<file path="src/sv/lphs_pkg.sv">
`timescale 1ns / 1ps
`default_nettype none
package lphs_pkg;

  localparam int CAPACITY   = 1024;
  localparam int IDX_W      = $clog2(CAPACITY);
  localparam int CNT_W      = IDX_W + 1;
  localparam int KEY_W      = 64;
  localparam int LOAD_LIMIT = (CAPACITY * 3) / 4;

  typedef enum logic [2:0] {
    ST_INSERTED = 3'd0,
    ST_DUP      = 3'd1,
    ST_FOUND    = 3'd2,
    ST_MISSING  = 3'd3,
    ST_FULL     = 3'd4,
    ST_ZERO     = 3'd5
  } status_t;

  typedef struct packed {
    logic    load;
    logic    adv;
    logic    wr_key;
    logic    clr_wr;
    logic    cnt_inc;
    logic    res_valid;
    status_t res_status;
    logic    res_present;
  } cmd_t;

  typedef struct packed {
    logic in_zero;
    logic func;
    logic hit;
    logic empty;
    logic full;
    logic clr_last;
  } sts_t;

endpackage
`default_nettype wire

</file>
<file path="src/sv/lphs_ctrl.sv">
`timescale 1ns / 1ps
`default_nettype none
module lphs_ctrl
  import lphs_pkg::*;
(
  input  wire  clk,
  input  wire  rst,
  input  wire  start,
  output logic busy,
  input  sts_t sts,
  output cmd_t cmd
);

  typedef enum logic [1:0] {
    S_CLEAR,
    S_IDLE,
    S_READ,
    S_CHECK
  } state_t;

  state_t state;
  state_t state_next;

  assign busy = (state != S_IDLE);

  always_comb begin
    state_next      = state;
    cmd             = '0;
    cmd.res_status  = ST_ZERO;
    case (state)
      S_CLEAR: begin
        cmd.clr_wr = 1'b1;
        if (sts.clr_last) begin
          state_next = S_IDLE;
        end
      end
      S_IDLE: begin
        if (start) begin
          if (sts.in_zero) begin
            cmd.res_valid  = 1'b1;
            cmd.res_status = ST_ZERO;
          end else begin
            cmd.load   = 1'b1;
            state_next = S_READ;
          end
        end
      end
      S_READ: begin
        state_next = S_CHECK;
      end
      S_CHECK: begin
        if (sts.hit) begin
          cmd.res_valid   = 1'b1;
          cmd.res_present = 1'b1;
          cmd.res_status  = sts.func ? ST_FOUND : ST_DUP;
          state_next      = S_IDLE;
        end else if (sts.empty) begin
          cmd.res_valid = 1'b1;
          state_next    = S_IDLE;
          if (sts.func) begin
            cmd.res_status = ST_MISSING;
          end else if (sts.full) begin
            cmd.res_status = ST_FULL;
          end else begin
            cmd.res_status  = ST_INSERTED;
            cmd.res_present = 1'b1;
            cmd.wr_key      = 1'b1;
            cmd.cnt_inc     = 1'b1;
          end
        end else begin
          cmd.adv    = 1'b1;
          state_next = S_READ;
        end
      end
      default: begin
        state_next = S_IDLE;
      end
    endcase
  end

  always_ff @(posedge clk) begin
    if (rst) begin
      state <= S_CLEAR;
    end else begin
      state <= state_next;
    end
  end

endmodule
`default_nettype wire

</file>
<file path="config.mk">
export PLATFORM = sky130hd
export DESIGN_NAME = lphs_ctrl
export DESIGN_NICKNAME = d
export VERILOG_FILES = /design/src/sv/lphs_pkg.sv /design/src/sv/lphs_ctrl.sv
export SDC_FILE = /design/constraint.sdc
export NUM_CORES = 1
export LEC_CHECK = 0
export ABC_AREA = 1
export BUFFER_PORTS_ARGS = -buffer_cell sky130_fd_sc_hd__buf_2
export CELL_PAD_IN_SITES_DETAIL_PLACEMENT = 0
export CELL_PAD_IN_SITES_GLOBAL_PLACEMENT = 2
export CORE_UTILIZATION = 13
export CTS_CLUSTER_DIAMETER = 60
export DETAILED_ROUTE_END_ITERATION = 8
export PLACE_DENSITY_LB_ADDON = 0.1
export SYNTH_ARGS = -nofsm -noshare
export SYNTH_HDL_FRONTEND = slang
export SYNTH_SLANG_ARGS = --single-unit
</file>
<file path="constraint.sdc">
create_clock -name clk -period 1.2 [get_ports clk]
set_input_delay 0.18 -clock clk [delete_from_list [all_inputs] [get_ports clk]]
set_output_delay 0.18 -clock clk [all_outputs]
set_load 0.1 [all_outputs]
</file>
# Yosys cells after proc, flatten, opt, wreduce, memory -nomap -nowiden
# Cells that the tools add are included.
dict set report op_classes {
  eq_ne 7
  n_mux 27
  reduce_logical 2
}
# cell n
set op_table {}
lappend op_table {{$mux W2} 8}
lappend op_table {{$mux W1} 11}
lappend op_table {{$mux W4} 2}
lappend op_table {{$pmux W2 S4} 1}
lappend op_table {{$pmux W4 S2} 1}
lappend op_table {{$mux W3} 2}
lappend op_table {{$mux W6} 1}
lappend op_table {{$ne A2 B2 Y1 const B} 3}
lappend op_table {{$mux W5} 1}
lappend op_table {{$eq A2 B2 Y1 const B} 2}
lappend op_table {{$reduce_and A3 Y1} 1}
lappend op_table {{$eq A2 B1 Y1 const B} 1}
lappend op_table {{$logic_not A2 Y1} 1}
lappend op_table {{$ne A2 B1 Y1 const B} 1}
dict set report word_totals {
  reg_bits 2
  inputBits 9
  output_inout_bits 11
  word_cells 37
}

# Longest topological paths before layout
# Gate-level depths: netlist of the first run.
dict set report logic_depth {
  ltp_word 5
  depth_mapped 6
}

# Worst setup path after synthesis of the first run
# No wires, ideal clock.
dict set report synth_path {
  kind {reg-to-output}
  from {reg state[1]}
  to {out cmd[7] in the netlist's numbering}
  arrival_time_ns 3.190
  required_time_ns 1.020
  path_slack_ns -2.170
  stages_incl_launch_ff 4
  path_buffers 1
  path_cell_list {dfxtp_1 -> nand2_1 -> nor3_1 -> buf_4}
}
# item line_no
set synth_rtl {}
lappend synth_rtl {{from (decl)} lphs_ctrl.sv:21} ;# state_t state;
lappend synth_rtl {{from (signal assigned)} lphs_ctrl.sv:85} ;# state <= state_next;
lappend synth_rtl {{to (decl)} lphs_ctrl.sv:11} ;# output cmd_t cmd

==> metrics.csv, run 1 <==
stage,metric,value,unit
layout,antenna_cells,0,
sta,skew,0.00196,ns
worst_setup_path,required,1.02,ns
route,routed_wl,695,um
worst_setup_path,crit_fanout,6,
place,gp_congestion,0.614,
global_routing,grt_pass1_wl,1.24,mm
pwr,power.leakage,0.318,nW
global_routing,antenna_found_initial,0,
clock_network,insertion_delay,0.22,ns
sta,fmax,753,MHz
route,vias,331,
clock_network,h-tree-depth,1,
yosys,synth_nets,50,
worst_hold_path,hp-start,rst,
worst_hold_path,hold_path_class,input pin to register,
yosys,syn-cell-area,220,um2
sta,tightest_slew,0.260,ns
global_routing,gr-usage-all-layers,9.34,%
clock_network,cts_buffer_depth,2,
die,die_h,43.2,um
route,wl_per_cell,8.18,um
clock_network,clk_pin_slew,0.03,ns
layout,area_growth,197,%
sta,setup_slack,-0.128,ns
clock_network,cts_tree,yes,
layout,postLayoutCoreUtil,42.5,%
route,drtPass1Iterations,4,
sta,setup_viol,10,
outcome,status,"complete, but fails checks",
layout,reg_top3,state (2),
worst_setup_path,crit_path_end_kind,primary output,
yosys,yosysSeqAreaShare,18.2,%
global_routing,first_global_vias,320,
die,boundaryPins,20,
worst_setup_path,crit_start,state[1],
sta,hold_viol,0,
global_routing,met3_usage,3.83,%
sta,final_max_slew_viol_count,0,
sta,period_needed,1.33,ns
pwr,irDropWorstVdd,0.000506,V
worst_setup_path,cp_data_arrival_time,1.15,ns
die,row_count,14,
yosys,synth.avg_cell_area,5.37,um2
sta,rsz0062_at_grt,yes,
place,io_buffers,19,
route,vias_per_cell,3.89,
clock_network,cts_root_buf,clkbuf_4,
global_routing,met1_usage,11.3,%
worst_setup_path,path_class,register to primary output,
layout,layout_common_cells,"buf_12, buf_2, inv_1, buf_4, nand2_1",
die,fp.dieW,43.2,um
sta,post-route-period-util,111,%
layout,nNetsFinal,80,
layout,multi_input_area,210,um2
layout,final_common_cell,buf_12,
route,drt_iter0_drc,5,
place,hpwl,580,um
layout,drive_gt1_share,71.0,%
global_routing,grt_busiest_layer,met2,
pwr,power.density,1080,nW/um2
pwr,power.total,0.000708,W
die,die-area,1860,um2
layout,top_register,state,
outcome,failed_checks,setup timing,
global_routing,use_met2,12.8,%
route,post-route-drc-count,0,
yosys,ys_warn_count,0,
die,start_util,14.3,%
die,placeableCoreArea,1540,um2
layout,largest_reg_flops,2,
sta,hold-worst-slack,0.196,ns
global_routing,grt_overflow,0,
yosys,ys_types,14,
yosys,ys_ff_latch,2,
layout,n_fill_cell,163,
clock_network,cts_sinks,2,
worst_setup_path,start_kind,register,
global_routing,grt_max_degree,7,
clock_network,cts_made_buffers,3,
route,ant_nets,0,
layout,regArea,47.5,um2
worst_setup_path,r2r_start,state[1],
flow_run,cap_violations,0,
sta,max-slew-margin-rel,82.6,%
yosys,synthCells,41,
-- where the power goes --
| group | switching, W | internal [W] | total [W] | leakage (nW) |
|---|---|---|---|---|
| Sequential | 0.0000201 | 0.0000811 | 0.000101 | 0.0178 |
| Clock | 0.0000376 | 0.000110 | 0.000148 | 0.0138 |
| Combinational | 0.000289 | 0.000169 | 0.000459 | 0.287 |
-- logic make-up (layout without fill, tap and decap cells) --
family	after synthesis	count (layout)	share of synthesized area, %
buffers and inverters	11	39	20.5
AOI/OAI and AO/OA	4	4	10.8
DFF	2	2	18.2
and+or+nand+nor	24	24	50.6
-- cells in the mapped netlist, drive strengths merged --
| library cell | count | area share [%] |
|---|---|---|
| nor2 | 7 | 14 |
| or2 | 1 | 4.0 |
| nor3 | 1 | 2.3 |
| inv | 10 | 17 |
| buf | 1 | 3.4 |
| a21oi | 1 | 2.3 |
| nand2 | 11 | 19 |
| o21ai | 3 | 8.5 |
| nand3 | 4 | 11 |
| dfxtp | 2 | 18 |
-- repair_timing --
action / in CTS / in global routing
buffers inserted: 4 / 1
hold buffers: 0 / 0
gates resized for setup: 3 / 2
pin swaps: 3 / 1
setup endpoints to repair: 10 / 11
endpoints found under the hold margin: 0 / 0
-- cell type report --
cell class	count	area share, %
timing repair buffer	26	47.8
tap	16	3.06
multi-input combinational	28	32.1
clock buffer	3	3.44
sequential	2	7.27
inverter	10	6.31
-- final timing paths --
kind	to	slack (ns)	depth (start not counted)
max	cmd[5]	-0.13	3
min	state[0]	0.20	4
max reg2reg	state[1]	0.27	5
min reg2reg	state[0]	0.65	4
-- metrics by stage --
step | setup slack, ns | setup TNS (ns) | instance area [um2] | std cells
floorplan | -0.546 | -1.67 | 299 | 41
global placement | 0.0430 | 0 | 574 | 77
detailed placement | 0.0421 | 0 | 574 | 77
CTS | -0.161 | -0.980 | 637 | 84
global route | -0.201 | -1.43 | 654 | 85
finish | -0.128 | -0.769 | 654 | 85
-- critical path, cell delays in order, from the launching register on --
cell and delay [ns]:
dfxtp_4 0.38, nand2_4 0.07, nor3_4 0.26, buf_12 0.21
-- metal layers --
layer | vias up | routed length (um) | share of wire (%)
li1 | 178 | - | -
met2 | 12 | 323 | 46
met1 | 139 | 319 | 46
met4 | 0 | 12 | 1.7
met3 | 2 | 39 | 5.6
met5 | - | 0 | 0
No activity file was read; power rests on OpenSTA's default activity.
==> run 2, diff against run 1 <==
--- a/config.mk
+++ b/config.mk
@@ -10,6 +10,7 @@
 export CELL_PAD_IN_SITES_DETAIL_PLACEMENT = 0
 export CELL_PAD_IN_SITES_GLOBAL_PLACEMENT = 2
 export CORE_UTILIZATION = 13
+export CTS_BUF_LIST = sky130_fd_sc_hd__clkbuf_16
 export CTS_CLUSTER_DIAMETER = 60
 export DETAILED_ROUTE_END_ITERATION = 8
 export PLACE_DENSITY_LB_ADDON = 0.1
==> metrics.csv, run 2 (synthesized netlist as in run 1, its figures left out) <==
stage,metric,value,unit,change
place,placed_cell_area,574,um2,unchanged
worst_setup_path,crit_path_end_kind,primary output,,
place,hpwl,580,um,unchanged
clock_network,cts_root_buf,clkbuf_16,,
route,wl_per_cell,8.13,um,-0.58%
layout,layout_common_cells,"buf_12, buf_2, inv_1, buf_4, nand2_1",,
die,row_count,14,,unchanged
route,routed_wl,691,um,-0.58%
global_routing,gr-usage-all-layers,9.17,%,-0.17 points
worst_setup_path,crit_start,state[1],,
worst_hold_path,hold_end,state[0],,
sta,setup_slack,-0.124,ns,+0.00428 ns
worst_setup_path,r2r.worst_path.cells,5,,unchanged
die,fp.dieW,43.2,um,unchanged
place,gp_congestion,0.614,,unchanged
sta,finalSetupTns,-0.712,ns,+0.0564 ns
layout,design_area,707,um2,+8.0%
route,vias,336,,+1.5%
worst_setup_path,r2r_start,state[1],,
worst_setup_path,start_kind,register,,
clock_network,cts_tree,yes,,
worst_setup_path,timing.rr.end,state[1],,
layout,top_register,state,,
sta,skew,0.00150,ns,-0.000456 ns
die,placeableCoreArea,1540,um2,unchanged
layout,drive_gt1_share,71.0,%,unchanged
worst_setup_path,crit_fanout,6,,unchanged
sta,post-route-period-util,110,%,-0.36 points
outcome,failed_checks,setup timing,,
layout,largest_reg_flops,2,,unchanged
route,drtPass1Iterations,4,,unchanged
route,vias_per_cell,3.95,,+1.5%
route,post-route-drc-count,0,,unchanged
layout,nNetsFinal,80,,unchanged
global_routing,first_global_vias,311,,-2.8%
global_routing,grt_max_degree,7,,unchanged
clock_network,insertion_delay,0.22,ns,about the same
flow_run,cap_violations,0,,unchanged
worst_hold_path,hold_path_class,input pin to register,,
place,dp.cells,77,,unchanged
pwr,irDropWorstVdd,0.000989,V,+95%
clock_network,clk_pin_slew,0.03,ns,about the same
sta,setup_viol,10,,unchanged
pwr,power.leakage,0.341,nW,+7.3%
route,ant_nets,0,,unchanged
worst_setup_path,critical_path.cell_chain,"nand3_2, buf_4, nor2_4, buf_12",,
clock_network,cts_sinks,2,,unchanged
route,drt_iter0_drc,6,,+1
clock_network,cts_made_buffers,3,,unchanged
worst_hold_path,hold_depth,4,,unchanged
die,boundaryPins,20,,unchanged
pwr,power.density,1490,nW/um2,+38%
clock_network,hold_buffers,0,,unchanged
sta,period_needed,1.32,ns,-0.00428 ns
worst_setup_path,crit_path_max_incr_delay,0.37,ns,about the same
worst_setup_path,path_class,register to primary output,,
global_routing,antenna_found_initial,0,,unchanged
place,io_buffers,19,,unchanged
outcome,status,"complete, but fails checks",,
sta,max-slew-margin-rel,82.6,%,about the same
layout,antenna_cells,0,,unchanged
worst_setup_path,required,1.02,ns,about the same
die,die-area,1860,um2,unchanged
worst_setup_path,crit_slowest_cell,dfxtp_4,,
worst_hold_path,hp-start,rst,,
global_routing,grt_pass1_wl,1.21,mm,-2.8%
layout,reg_top3,state (2),,
sta,tightest_slew,0.260,ns,+0.000000834 ns
layout,final_common_cell,buf_12,,
sta,final_max_slew_viol_count,0,,unchanged
worst_setup_path,path_buf_inv,2,,+1
worst_setup_path,r2r_slack,0.27,ns,about the same
global_routing,grt_overflow,0,,unchanged
sta,fmax,755,MHz,+0.32%
worst_setup_path,crit_family,flip-flops,,
sta,hold_viol,0,,unchanged
clock_network,cts_buffer_depth,2,,unchanged
die,start_util,14.3,%,unchanged
worst_setup_path,cp_data_arrival_time,1.14,ns,about the same
sta,rsz0062_at_grt,yes,,
layout,stdcell_count,85,,unchanged
layout,area_growth,221,%,
die,die_h,43.2,um,unchanged
clock_network,h-tree-depth,1,,unchanged
## run 2: timing repair
action                     4_1_cts  5_1_grt
gates resized for setup          2        3
setup endpoints to repair       10       11
pin swaps                        3        1
setup buffers                    3        2
## run 2: power breakdown
group / internal, W / leakage, nW / switching [W]
clock: 0.000423 / 0.0370 / 0.0000695
combinational: 0.000169 / 0.287 / 0.000290
sequential: 0.0000811 / 0.0178 / 0.0000202
total: 0.000674 / 0.341 / 0.000380
## run 2: cell type report
class / instances / area [um2]
repair buffers: 26 / 313
inverters: 10 / 41.3
clock buffers: 3 / 75.1
flip-flops and latches: 2 / 47.5
well taps: 16 / 20.0
fillers: 160 / 835
multi-input cells: 28 / 210
## run 2: per-layer routing
layer  part of all wire (%)  track usage (%)
met5                      0                0
met4                    1.2             7.27
met3                    8.1             3.83
met2                     46             12.5
met1                     44             11.0
## run 2: worst max-delay path by stage
stage | endpoint | slack (ns) | cells after the start
2_1_floorplan | cmd[7] | -0.55 | 3
3_3_place_gp | cmd[1] | 0.04 | 6
3_5_place_dp | cmd[7] | 0.04 | 5
4_1_cts | cmd[5] | -0.15 | 3
5_1_grt | cmd[5] | -0.18 | 3
6_report | cmd[2] | -0.12 | 4
## run 2: worst min-delay path: stages
cell	delay, ns
buf_2	0.07
inv_1	0.04
nand2_1	0.06
inv_1	0.03
## run 2: metrics by stage
stage | setup slack [ns] | power [W] | hold WS (ns) | utilization (%)
after floorplan | -0.546 | 0.000374 | 0.324 | -
after global placement | 0.0430 | 0.000526 | 0.426 | 37.3
after detailed placement | 0.0421 | 0.000523 | 0.428 | 37.3
after CTS | -0.147 | 0.00105 | 0.213 | 43.8
after global routing | -0.183 | 0.00110 | 0.246 | 45.9
final | -0.124 | 0.00105 | 0.210 | 45.9
